File: config.mk
export PLATFORM = sky130hd
export DESIGN_NAME = sensor_frame_crc_convert_core
export DESIGN_NICKNAME = d
export VERILOG_FILES = /design/src/hw/rtl/scfc_pkg.sv /design/src/hw/rtl/scfc_front.sv /design/src/hw/rtl/scfc_queue.sv /design/src/hw/rtl/scfc_back.sv /design/src/hw/rtl/sensor_frame_crc_convert_core.sv
export SDC_FILE = /design/constraint.sdc
export NUM_CORES = 1
export LEC_CHECK = 0
export BUFFER_PORTS_ARGS = -buffer_cell sky130_fd_sc_hd__buf_2
export CORE_ASPECT_RATIO = 1.4
export CORE_MARGIN = 2
export CORE_UTILIZATION = 25
export DETAILED_ROUTE_END_ITERATION = 6
export PLACE_DENSITY = 0.4
export SYNTH_ARGS = -nofsm -noshare
export SYNTH_HDL_FRONTEND = slang
export SYNTH_SLANG_ARGS = --single-unit
File: constraint.sdc
create_clock -name aclk -period 7.3 [get_ports aclk]
set_clock_uncertainty 0.2 [all_clocks]
set_input_delay 0.365 -clock aclk [delete_from_list [all_inputs] [get_ports aclk]]
set_output_delay 0.365 -clock aclk [all_outputs]
set_load 0.05 [all_outputs]
File: src/hw/rtl/scfc_pkg.sv
// Package for the sensor frame CRC check and conversion block.
// Holds the frame record type, the conversion constants and the CRC-8 step.
// No dependencies.
package scfc_pkg;

    localparam logic [7:0]  SCFC_POLY_RESET   = 8'h31;
    localparam int          SCFC_QUEUE_DEPTH  = 2;

    localparam logic        KIND_TEMP         = 1'b0;
    localparam logic        KIND_HUMID        = 1'b1;

    localparam logic [15:0] STATUS_MASK       = 16'hFFFC;
    localparam logic [14:0] TEMP_COEF         = 15'd17572;
    localparam logic [14:0] HUMID_COEF        = 15'd12500;
    localparam logic [15:0] TEMP_OFFSET       = 16'd4685;
    localparam logic [15:0] HUMID_OFFSET      = 16'd600;
    localparam logic [15:0] HUMID_MAX         = 16'd10000;

    typedef struct packed {
        logic        crc_ok;
        logic        kind;
        logic [15:0] raw;
    } frame_t;

    function automatic logic [7:0] scfc_crc8(input logic [7:0] crc,
                                             input logic [7:0] data,
                                             input logic [7:0] poly);
        logic [7:0] c;
        c = crc ^ data;
        for (int k = 0; k < 8; k++) begin
            c = c[7] ? ((c << 1) ^ poly) : (c << 1);
        end
        return c;
    endfunction

endpackage

File: src/hw/rtl/scfc_front.sv
// Front end: takes frame bytes, keeps the byte slot, data bytes and CRC-8.
// Pushes one checked frame record per CRC byte. Depends on scfc_pkg.
module scfc_front
    import scfc_pkg::*;
(
    input  logic       aclk,
    input  logic       aresetn,
    input  logic [7:0] crc_poly,
    input  logic       s_tvalid,
    output logic       s_tready,
    input  logic [7:0] s_tdata,   // frame_byte
    input  logic [0:0] s_tuser,   // measure_kind
    output logic       push_valid,
    input  logic       push_ready,
    output frame_t     push_data
);

    localparam logic [1:0] POS_HIGH = 2'd0;
    localparam logic [1:0] POS_LOW  = 2'd1;
    localparam logic [1:0] POS_CRC  = 2'd2;

    logic [1:0] pos_reg, pos_next;
    logic [7:0] crc_reg, crc_next;
    logic [7:0] high_reg, high_next;
    logic [7:0] low_reg, low_next;
    logic       accept;

    assign s_tready   = (pos_reg != POS_CRC) || push_ready;
    assign accept     = s_tvalid && s_tready;
    assign push_valid = s_tvalid && (pos_reg == POS_CRC);

    assign push_data.crc_ok = (crc_reg == s_tdata);
    assign push_data.kind   = s_tuser[0];
    assign push_data.raw    = {high_reg, low_reg};

    always_comb begin
        pos_next  = pos_reg;
        crc_next  = crc_reg;
        high_next = high_reg;
        low_next  = low_reg;
        if (accept) begin
            case (pos_reg)
                POS_LOW: begin
                    low_next = s_tdata;
                    crc_next = scfc_crc8(crc_reg, s_tdata, crc_poly);
                    pos_next = POS_CRC;
                end
                POS_CRC: begin
                    crc_next = 8'd0;
                    pos_next = POS_HIGH;
                end
                default: begin
                    high_next = s_tdata;
                    crc_next  = scfc_crc8(8'd0, s_tdata, crc_poly);
                    pos_next  = POS_LOW;
                end
            endcase
        end
    end

    always_ff @(posedge aclk) begin
        if (!aresetn) begin
            pos_reg <= POS_HIGH;
            crc_reg <= 8'd0;
        end else begin
            pos_reg <= pos_next;
            crc_reg <= crc_next;
        end
        high_reg <= high_next;
        low_reg  <= low_next;
    end

endmodule

File: src/hw/rtl/scfc_queue.sv
// Small register queue of frame records between the front and back ends.
// Depends on scfc_pkg for the record type.
module scfc_queue
    import scfc_pkg::*;
#(
    parameter int DEPTH = SCFC_QUEUE_DEPTH
) (
    input  logic   aclk,
    input  logic   aresetn,
    input  logic   push_valid,
    output logic   push_ready,
    input  frame_t push_data,
    output logic   pop_valid,
    input  logic   pop_ready,
    output frame_t pop_data
);

    localparam int CW = $clog2(DEPTH + 1);
    localparam int PW = (DEPTH > 1) ? $clog2(DEPTH) : 1;
    localparam logic [PW-1:0] LAST_PTR = PW'(DEPTH - 1);
    localparam logic [CW-1:0] FULL_CNT = CW'(DEPTH);

    frame_t        store_reg [DEPTH];
    logic [PW-1:0] wr_ptr_reg, wr_ptr_next;
    logic [PW-1:0] rd_ptr_reg, rd_ptr_next;
    logic [CW-1:0] count_reg, count_next;
    logic          wr, rd;

    assign push_ready = (count_reg != FULL_CNT);
    assign pop_valid  = (count_reg != '0);
    assign pop_data   = store_reg[rd_ptr_reg];
    assign wr         = push_valid && push_ready;
    assign rd         = pop_valid && pop_ready;

    always_comb begin
        wr_ptr_next = wr_ptr_reg;
        rd_ptr_next = rd_ptr_reg;
        count_next  = count_reg;
        if (wr) begin
            wr_ptr_next = (wr_ptr_reg == LAST_PTR) ? '0 : wr_ptr_reg + 1'b1;
        end
        if (rd) begin
            rd_ptr_next = (rd_ptr_reg == LAST_PTR) ? '0 : rd_ptr_reg + 1'b1;
        end
        if (wr && !rd) begin
            count_next = count_reg + 1'b1;
        end else if (rd && !wr) begin
            count_next = count_reg - 1'b1;
        end
    end

    always_ff @(posedge aclk) begin
        if (!aresetn) begin
            wr_ptr_reg <= '0;
            rd_ptr_reg <= '0;
            count_reg  <= '0;
        end else begin
            wr_ptr_reg <= wr_ptr_next;
            rd_ptr_reg <= rd_ptr_next;
            count_reg  <= count_next;
        end
        if (wr) begin
            store_reg[wr_ptr_reg] <= push_data;
        end
    end

    a_count_bound: assert property (@(posedge aclk) disable iff (!aresetn)
        count_reg <= FULL_CNT)
        else $error("queue count exceeds depth");

    a_count_push: assert property (@(posedge aclk) disable iff (!aresetn)
        (wr && !rd) |=> count_reg == $past(count_reg) + 1'b1)
        else $error("queue count missed a push");

    a_count_pop: assert property (@(posedge aclk) disable iff (!aresetn)
        (rd && !wr) |=> count_reg == $past(count_reg) - 1'b1)
        else $error("queue count missed a pop");

endmodule

File: src/hw/rtl/scfc_back.sv
// Back end: scales the masked raw word by the kind's coefficient, then
// applies the offset and humidity clamp into the output register. Uses scfc_pkg.
module scfc_back
    import scfc_pkg::*;
(
    input  logic        aclk,
    input  logic        aresetn,
    input  logic        pop_valid,
    output logic        pop_ready,
    input  frame_t      pop_data,
    output logic        m_tvalid,
    input  logic        m_tready,
    output logic [31:0] m_tdata,   // reading_value[14:0], raw_reading[30:15], zero
    output logic [1:0]  m_tuser    // crc_ok, result_kind
);

    typedef struct packed {
        frame_t      frame;
        logic [14:0] scaled;
    } scaled_t;

    logic          mul_valid_reg, mul_valid_next;
    scaled_t       mul_reg, mul_next;
    logic          out_valid_reg, out_valid_next;
    frame_t        out_frame_reg, out_frame_next;
    logic [14:0]   out_value_reg, out_value_next;

    logic          out_free, mul_free;
    logic [14:0]   coef;
    logic [30:0]   product;
    logic [15:0]   offset, diff;

    assign out_free  = !out_valid_reg || m_tready;
    assign mul_free  = !mul_valid_reg || out_free;
    assign pop_ready = mul_free;

    assign coef    = (pop_data.kind == KIND_HUMID) ? HUMID_COEF : TEMP_COEF;
    assign product = 31'(pop_data.raw & STATUS_MASK) * 31'(coef);

    assign offset = (mul_reg.frame.kind == KIND_HUMID) ? HUMID_OFFSET : TEMP_OFFSET;
    assign diff   = {1'b0, mul_reg.scaled} - offset;

    always_comb begin
        mul_valid_next = mul_valid_reg;
        mul_next       = mul_reg;
        out_valid_next = out_valid_reg;
        out_frame_next = out_frame_reg;
        out_value_next = out_value_reg;
        if (mul_free) begin
            mul_valid_next = pop_valid;
            mul_next.frame = pop_data;
            mul_next.scaled = product[30:16];
        end
        if (out_free) begin
            out_valid_next = mul_valid_reg;
            out_frame_next = mul_reg.frame;
            if (mul_reg.frame.kind == KIND_HUMID && $signed(diff) > $signed(HUMID_MAX)) begin
                out_value_next = HUMID_MAX[14:0];
            end else begin
                out_value_next = diff[14:0];
            end
        end
    end

    always_ff @(posedge aclk) begin
        if (!aresetn) begin
            mul_valid_reg <= 1'b0;
            out_valid_reg <= 1'b0;
        end else begin
            mul_valid_reg <= mul_valid_next;
            out_valid_reg <= out_valid_next;
        end
        mul_reg       <= mul_next;
        out_frame_reg <= out_frame_next;
        out_value_reg <= out_value_next;
    end

    assign m_tvalid = out_valid_reg;
    assign m_tdata  = {1'b0, out_frame_reg.raw, out_value_reg};
    assign m_tuser  = {out_frame_reg.kind, out_frame_reg.crc_ok};

    a_mul_hold: assert property (@(posedge aclk) disable iff (!aresetn)
        (mul_valid_reg && !out_free) |=> mul_valid_reg && $stable(mul_reg))
        else $error("scaled stage changed while blocked");

    a_humid_clamp: assert property (@(posedge aclk) disable iff (!aresetn)
        (out_valid_reg && out_frame_reg.kind == KIND_HUMID)
            |-> $signed(out_value_reg) <= $signed(HUMID_MAX[14:0]))
        else $error("humidity above clamp");

    a_out_hold: assert property (@(posedge aclk) disable iff (!aresetn)
        (m_tvalid && !m_tready) |=> m_tvalid && $stable(m_tdata) && $stable(m_tuser))
        else $error("output transaction changed while waiting");

endmodule

File: src/hw/rtl/sensor_frame_crc_convert_core.sv
// Sensor frame CRC check and conversion, top level.
// Instantiates scfc_front, scfc_queue and scfc_back; uses scfc_pkg.
//
// The block takes one frame byte per cycle (high byte, low byte, CRC byte)
// and never stalls a data byte; a CRC byte waits only while the frame queue
// is full. Each CRC byte yields one result, which passes through the frame
// queue, the 16x15 constant multiplier stage and the offset, clamp and
// output register stage. Results can leave at one per cycle while m_tready
// is high, so sustained input rate is one byte per cycle.
module sensor_frame_crc_convert_core
    import scfc_pkg::*;
#(
    parameter int QUEUE_DEPTH = SCFC_QUEUE_DEPTH
) (
    input  logic        aclk,
    input  logic        aresetn,
    input  logic        cfg_wr_en,
    input  logic [7:0]  cfg_wr_data,  // crc_polynomial
    input  logic        s_tvalid,
    output logic        s_tready,
    input  logic [7:0]  s_tdata,      // frame_byte
    input  logic [0:0]  s_tuser,      // measure_kind
    output logic        m_tvalid,
    input  logic        m_tready,
    output logic [31:0] m_tdata,      // reading_value[14:0], raw_reading[30:15], zero
    output logic [1:0]  m_tuser       // crc_ok, result_kind
);

    logic [7:0] poly_reg;
    logic       push_valid, push_ready, pop_valid, pop_ready;
    frame_t     push_data, pop_data;

    always_ff @(posedge aclk) begin
        if (!aresetn) begin
            poly_reg <= SCFC_POLY_RESET;
        end else if (cfg_wr_en) begin
            poly_reg <= cfg_wr_data;
        end
    end

    scfc_front u_front (
        .aclk       (aclk),
        .aresetn    (aresetn),
        .crc_poly   (poly_reg),
        .s_tvalid   (s_tvalid),
        .s_tready   (s_tready),
        .s_tdata    (s_tdata),
        .s_tuser    (s_tuser),
        .push_valid (push_valid),
        .push_ready (push_ready),
        .push_data  (push_data)
    );

    scfc_queue #(
        .DEPTH (QUEUE_DEPTH)
    ) u_queue (
        .aclk       (aclk),
        .aresetn    (aresetn),
        .push_valid (push_valid),
        .push_ready (push_ready),
        .push_data  (push_data),
        .pop_valid  (pop_valid),
        .pop_ready  (pop_ready),
        .pop_data   (pop_data)
    );

    scfc_back u_back (
        .aclk      (aclk),
        .aresetn   (aresetn),
        .pop_valid (pop_valid),
        .pop_ready (pop_ready),
        .pop_data  (pop_data),
        .m_tvalid  (m_tvalid),
        .m_tready  (m_tready),
        .m_tdata   (m_tdata),
        .m_tuser   (m_tuser)
    );

endmodule

## Yosys cells after proc, flatten, opt, wreduce, memory -nomap -nowiden

Memory sizes are Yosys's and may differ from the RTL's. A register that Yosys moved wholly into a read port is not among the register bits.
Cells that the tools add are included.

- Flip-flop bits (word level): 106
- RAM bits: 36
- Bits of input ports: 22
- Output and inout bits: 36
- Logic and storage cells: 96
- Memories: 1

- Add/subtract/negate cells: 5
- Multipliers: 1
- Magnitude comparators: 1
- Equal/unequal tests: 5
- Multiplexer cells: 28
- Bitwise operators: 18
- Reduce and logical (&&, ||, !) cells: 19

Memories:

| name | words | width | rd ports | clocked after memory_dff | write ports | RTL line | text |
|---|---|---|---|---|---|---|---|
| u_queue.store_reg | 2 | 18 | 1 | 1 | 1 | scfc_queue.sv:23 | `frame_t store_reg [DEPTH];` |

Operator list:

| operator | count |
|---|---|
| bitwise XOR 8 bit | 17 |
| 2-to-1 mux 8 bit | 16 |
| multiplier 14 x 15 -> 29 bit | 1 |
| > comparator 16 x 15 -> 1 bit (second input constant) | 1 |
| one-hot mux 8 bit (2 select lines) | 1 |
| subtractor 15 x 16 -> 16 bit | 1 |
| 2-to-1 mux 15 bit | 1 |
| 2-to-1 mux 13 bit | 1 |
| equality test 8 bit | 1 |
| logical AND 1 bit | 7 |
| 2-to-1 mux 1 bit | 6 |
| logical NOT 1 bit | 4 |
| 2-to-1 mux 2 bit | 2 |
| inequality test 2 bit (second input constant) | 2 |
| one-hot mux 2 bit (2 select lines) | 1 |
| AND reduction 2 bit | 2 |
| nonzero test 2 bit | 2 |
| logical OR 1 bit | 3 |
| adder 1 bit (second input constant) | 2 |
| adder 2 x 1 -> 2 bit (second input constant) | 1 |
| equality test 2 x 1 -> 1 bit (second input constant) | 1 |
| equality test 2 bit (second input constant) | 1 |
| OR reduction 2 bit | 1 |
| subtractor 2 x 1 -> 2 bit (second input constant) | 1 |
| inverter 1 bit | 1 |

## Longest topological paths before layout

- Depth in word-level cells: 18
- Mapped depth: 24
- Mapped depth without buffers: 22

## Modules after synthesis

A second synthesis with hierarchy kept.

- Cells, all modules: 1265
- Area, all modules: 12751.0 um^2

By module, submodules not included:

| module | instances | cells each | area an instance (um^2) | seq. area each (um^2) |
|---|---|---|---|---|
| scfc_back | 1 | 655 | 7064.3 | 2021.9 |
| scfc_front | 1 | 505 | 3853.7 | 680.7 |
| scfc_queue | 1 | 80 | 1539.0 | 1181.1 |
| sensor_frame_crc_convert_core | 1 | 25 | 294.0 | 160.2 |

## Worst setup path after synthesis

No wires, ideal clock.

- Kind: flip-flop to flip-flop
- From: register with a tool-made name
- To: register u_back.mul_reg[13] (netlist name) (data pin)
- Library setup time: 265 ps
- Arrival time: 5977 ps
- Data required time: 6835 ps
- Path slack: 858 ps
- Stages on the path, launching flop included: 23
- Buffers on the path: 2
- Clock period less this slack: 6442 ps
- Path through: dfxtp_1 clkbuf_1 clkbuf_1 mux2i_1 nor2_1 or2_2 ha_1 fa_1 ha_1 ha_1 fa_1 ha_1 ha_1 o21a_1 o21a_1 o21a_1 o2111ai_1 a21boi_0 o21ai_0 nand3_1 a21boi_0 o21ai_0 xor2_1

RTL lines:

| element | RTL line | text |
|---|---|---|
| end signal, assigned | scfc_back.sv:73 | `mul_reg <= mul_next;` |
| end, declared | scfc_back.sv:23 | `scaled_t mul_reg, mul_next;` |

==> results.py <==
metrics = {
    "cells_and_area": {
        "multiInputGateArea_mm2": 0.00717,
        "postLayoutCoreUtil_pct": 29.0,
        "seqCellArea_mm2": 0.00404,
        "layoutNonFillerInstCount": 1856,
        "nets": 1431,
        "antenna_cells": 0,
        "drive_above_1_share_pct": 10.6,
        "area_growth_syn_to_layout_pct": 14.6,
        "design_area_mm2": 0.0136,
        "nFillCells": 4948,
        "largest_reg_flops": 36,
    },
    "placement": {
        "hpwl_um": 24000,
        "io_buffers": 56,
        "post-place-cells": 1813,
        "place_area_mm2": 0.0129,
        "place.gp.congestion": 0.819,
    },
    "clocking": {
        "cts_setup_buffers": 0,
        "cts_root_buf": "clkbuf_16",
        "clk_path_buf_depth": 2,
        "h-tree-depth": 4,
        "cts_tree": "yes",
        "path_clk_slew_ps": 60,
        "cts.sinks": 143,
        "cts_inserted_buffers": 17,
        "clk_latency_ps": 440,
    },
    "die": {
        "dieHeight_um": 262,
        "die_w_um": 188,
        "placementRows": 94,
        "initial_core_util_pct": 25.3,
        "die-area_mm2": 0.0492,
        "io_pins": 58,
        "core_area_mm2": 0.0469,
    },
    "setup_path": {
        "startpoint_type": "register",
        "rrSetupSlack_ps": 690,
        "reg2regPathDepth": 21,
        "cp_data_required_time_ps": 7280,
        "worst-path-max-fanout": 19,
        "end_kind": "register",
        "cp.arrival_ps": 6590,
        "regToRegEndpoint": "u_back.mul_reg[13]",
        "crit_type": "register to register",
    },
    "synth": {
        "synthTopCellsByArea": "edfxtp_1, ha_1, fa_1, xnor2_1, dfxtp_1",
        "syn_area_mm2": 0.0119,
        "synth-edff-count": 118,
        "async_flop_share_pct": 0,
        "synth_top_area_share_pct": 29.9,
        "synth_ff_type": "edfxtp_1",
        "netlist_instances": 1158,
        "yosysMostFrequentCell": "inv_1",
        "ys_seq_area_share_pct": 34.1,
        "synth_seq_cells": 143,
        "synth_common_cells": "inv_1, ha_1, edfxtp_1",
        "synth.distinct_cells": 73,
        "synth_area_per_cell_um2": 10.2,
        "yosys.area.top_type": "edfxtp_1",
        "yosysWarnings": 0,
    },
    "routing": {
        "m1WireLength_um": 11400,
        "met3_length_um": 618,
        "wl_per_cell_um": 16.3,
        "first_iter_violations": 342,
        "via_count": 8234,
        "wl_met2_um": 17400,
        "via_per_inst": 4.44,
        "routed_wl_um": 30300,
        "post-route-drc-count": 0,
        "top_layer_used": "met4",
        "ant_nets": 0,
        "drt_pass1_iterations": 5,
    },
    "timing": {
        "grt_setup_unrepaired": "false",
        "maxSlewHeadroom_pct": 32.9,
        "fmax_ghz": 0.151,
        "tns_ps": 0,
        "tightest_slew_ps": 1000,
        "min_period_over_period_pct": 90.5,
        "setup_viol_count_final": 0,
        "fin_crit_ps": 6610,
        "hold_viol_final": 0,
        "final_max_slew_viol_count": 0,
    },
    "global_route": {
        "grt_pass1_vias": 8648,
        "grt.total_usage_pct": 12.6,
        "overflow": 0,
        "grt_pass1_wl_um": 47500,
        "antenna_found_initial": 0,
        "grt_start_max_net_pins": 36,
    },
    "hold_path": {
        "worstHoldStart": "s_tdata[1]",
        "whs_path_depth": 1,
        "hold_class": "input pin to register",
        "holdPathEnd": "u_front.high_reg[1]",
    },
    "outcome": {
        "status": "complete, no violations",
    },
    "run": {
        "cap_violations": 0,
    },
}
-- worst max-delay path: stages (launching register included) --
cell,delay (ps)
dfxtp_1,340
buf_4,290
mux2i_1,350
nor2_1,100
or2_2,320
ha_1,320
fa_1,460
ha_1,300
ha_1,300
fa_1,480
ha_1,300
ha_1,290
o21a_1,110
o21a_1,170
o21a_1,190
o2111ai_1,240
a21boi_0,210
o21ai_0,400
nand3_1,200
a21boi_0,430
o21ai_0,170
xor2_1,160
-- how the worst max path moves through the flow --
stage / to / slack [ps] / depth (start not counted)
after floorplan: u_back.mul_reg[13] / 860 / 22
after global placement: u_back.mul_reg[13] / 630 / 21
after detailed placement: u_back.mul_reg[13] / 570 / 21
after CTS: u_back.mul_reg[13] / 540 / 21
after global routing: u_back.mul_reg[13] / 240 / 21
final: u_back.mul_reg[13] / 690 / 21
-- placed cells by master (no fill, tap or decap), drive strengths merged, types with 4 or more instances in the layout --
cell type	n
a211o	5
a211oi	10
a21boi	9
a21o	12
a21oi	40
a221oi	5
a311oi	4
a31oi	4
and2	16
and3	8
buf	71
clkbuf	24
conb	11
dfxtp	25
dlygate4sd3	11
edfxtp	118
fa	63
ha	127
inv	134
mux2	7
mux2i	30
nand2	109
nand2b	13
nand3	42
nor2	55
nor2b	11
nor3	12
nor3b	6
o211ai	7
o21a	13
o21ai	56
o31ai	4
or2	8
or3	5
xnor2	66
xnor3	7
xor2	35
-- routing by layer --
layer | vias to the layer above | track usage, %
met2 | 119 | 25.8
met1 | 3969 | 12.8
met3 | 37 | 1.34
met4 | 0 | 5.40
li1 | 4109 | -
met5 | - | 0
-- logic make-up (layout without fill, tap and decap cells) --
| logic type | Yosys count | in the layout | share of synthesized area (%) |
|---|---|---|---|
| AND/OR/NAND/NOR | 300 | 300 | 12.2 |
| AO/OA/AOI/OAI | 196 | 196 | 11.0 |
| adder cells (fa/ha/maj) | 190 | 190 | 24.0 |
| buffers and inverters | 179 | 244 | 5.76 |
| flip-flops | 143 | 143 | 34.1 |
| XOR/XNOR | 111 | 111 | 9.65 |
| multiplexers | 37 | 37 | 3.23 |
| other | 2 | 11 | 0.0633 |
-- area by class of cell --
cell class | count | area share [%]
multi-input combinational | 845 | 52.7
timing repair buffer | 82 | 3.70
clock inverter | 8 | 0.442
inverter | 130 | 3.59
clock buffer | 24 | 4.02
sequential | 143 | 29.8
tap | 624 | 5.75
-- through the flow --
step                      setup WS (ps)  hold slack, ps
final                               690            36.1
after global routing                245            14.2
after CTS                           537            4.87
after detailed placement            572             205
after global placement              634             205
after floorplan                     858             200
-- repair_timing --
action / 4_1_cts / 5_1_grt
resized for setup: 0 / 0
hold buffers: 11 / 0
hold endpoints to repair: 14 / 0
Power is not shown: default switching activity piles up to over one toggle a cycle in this logic, so the estimate is an artifact.
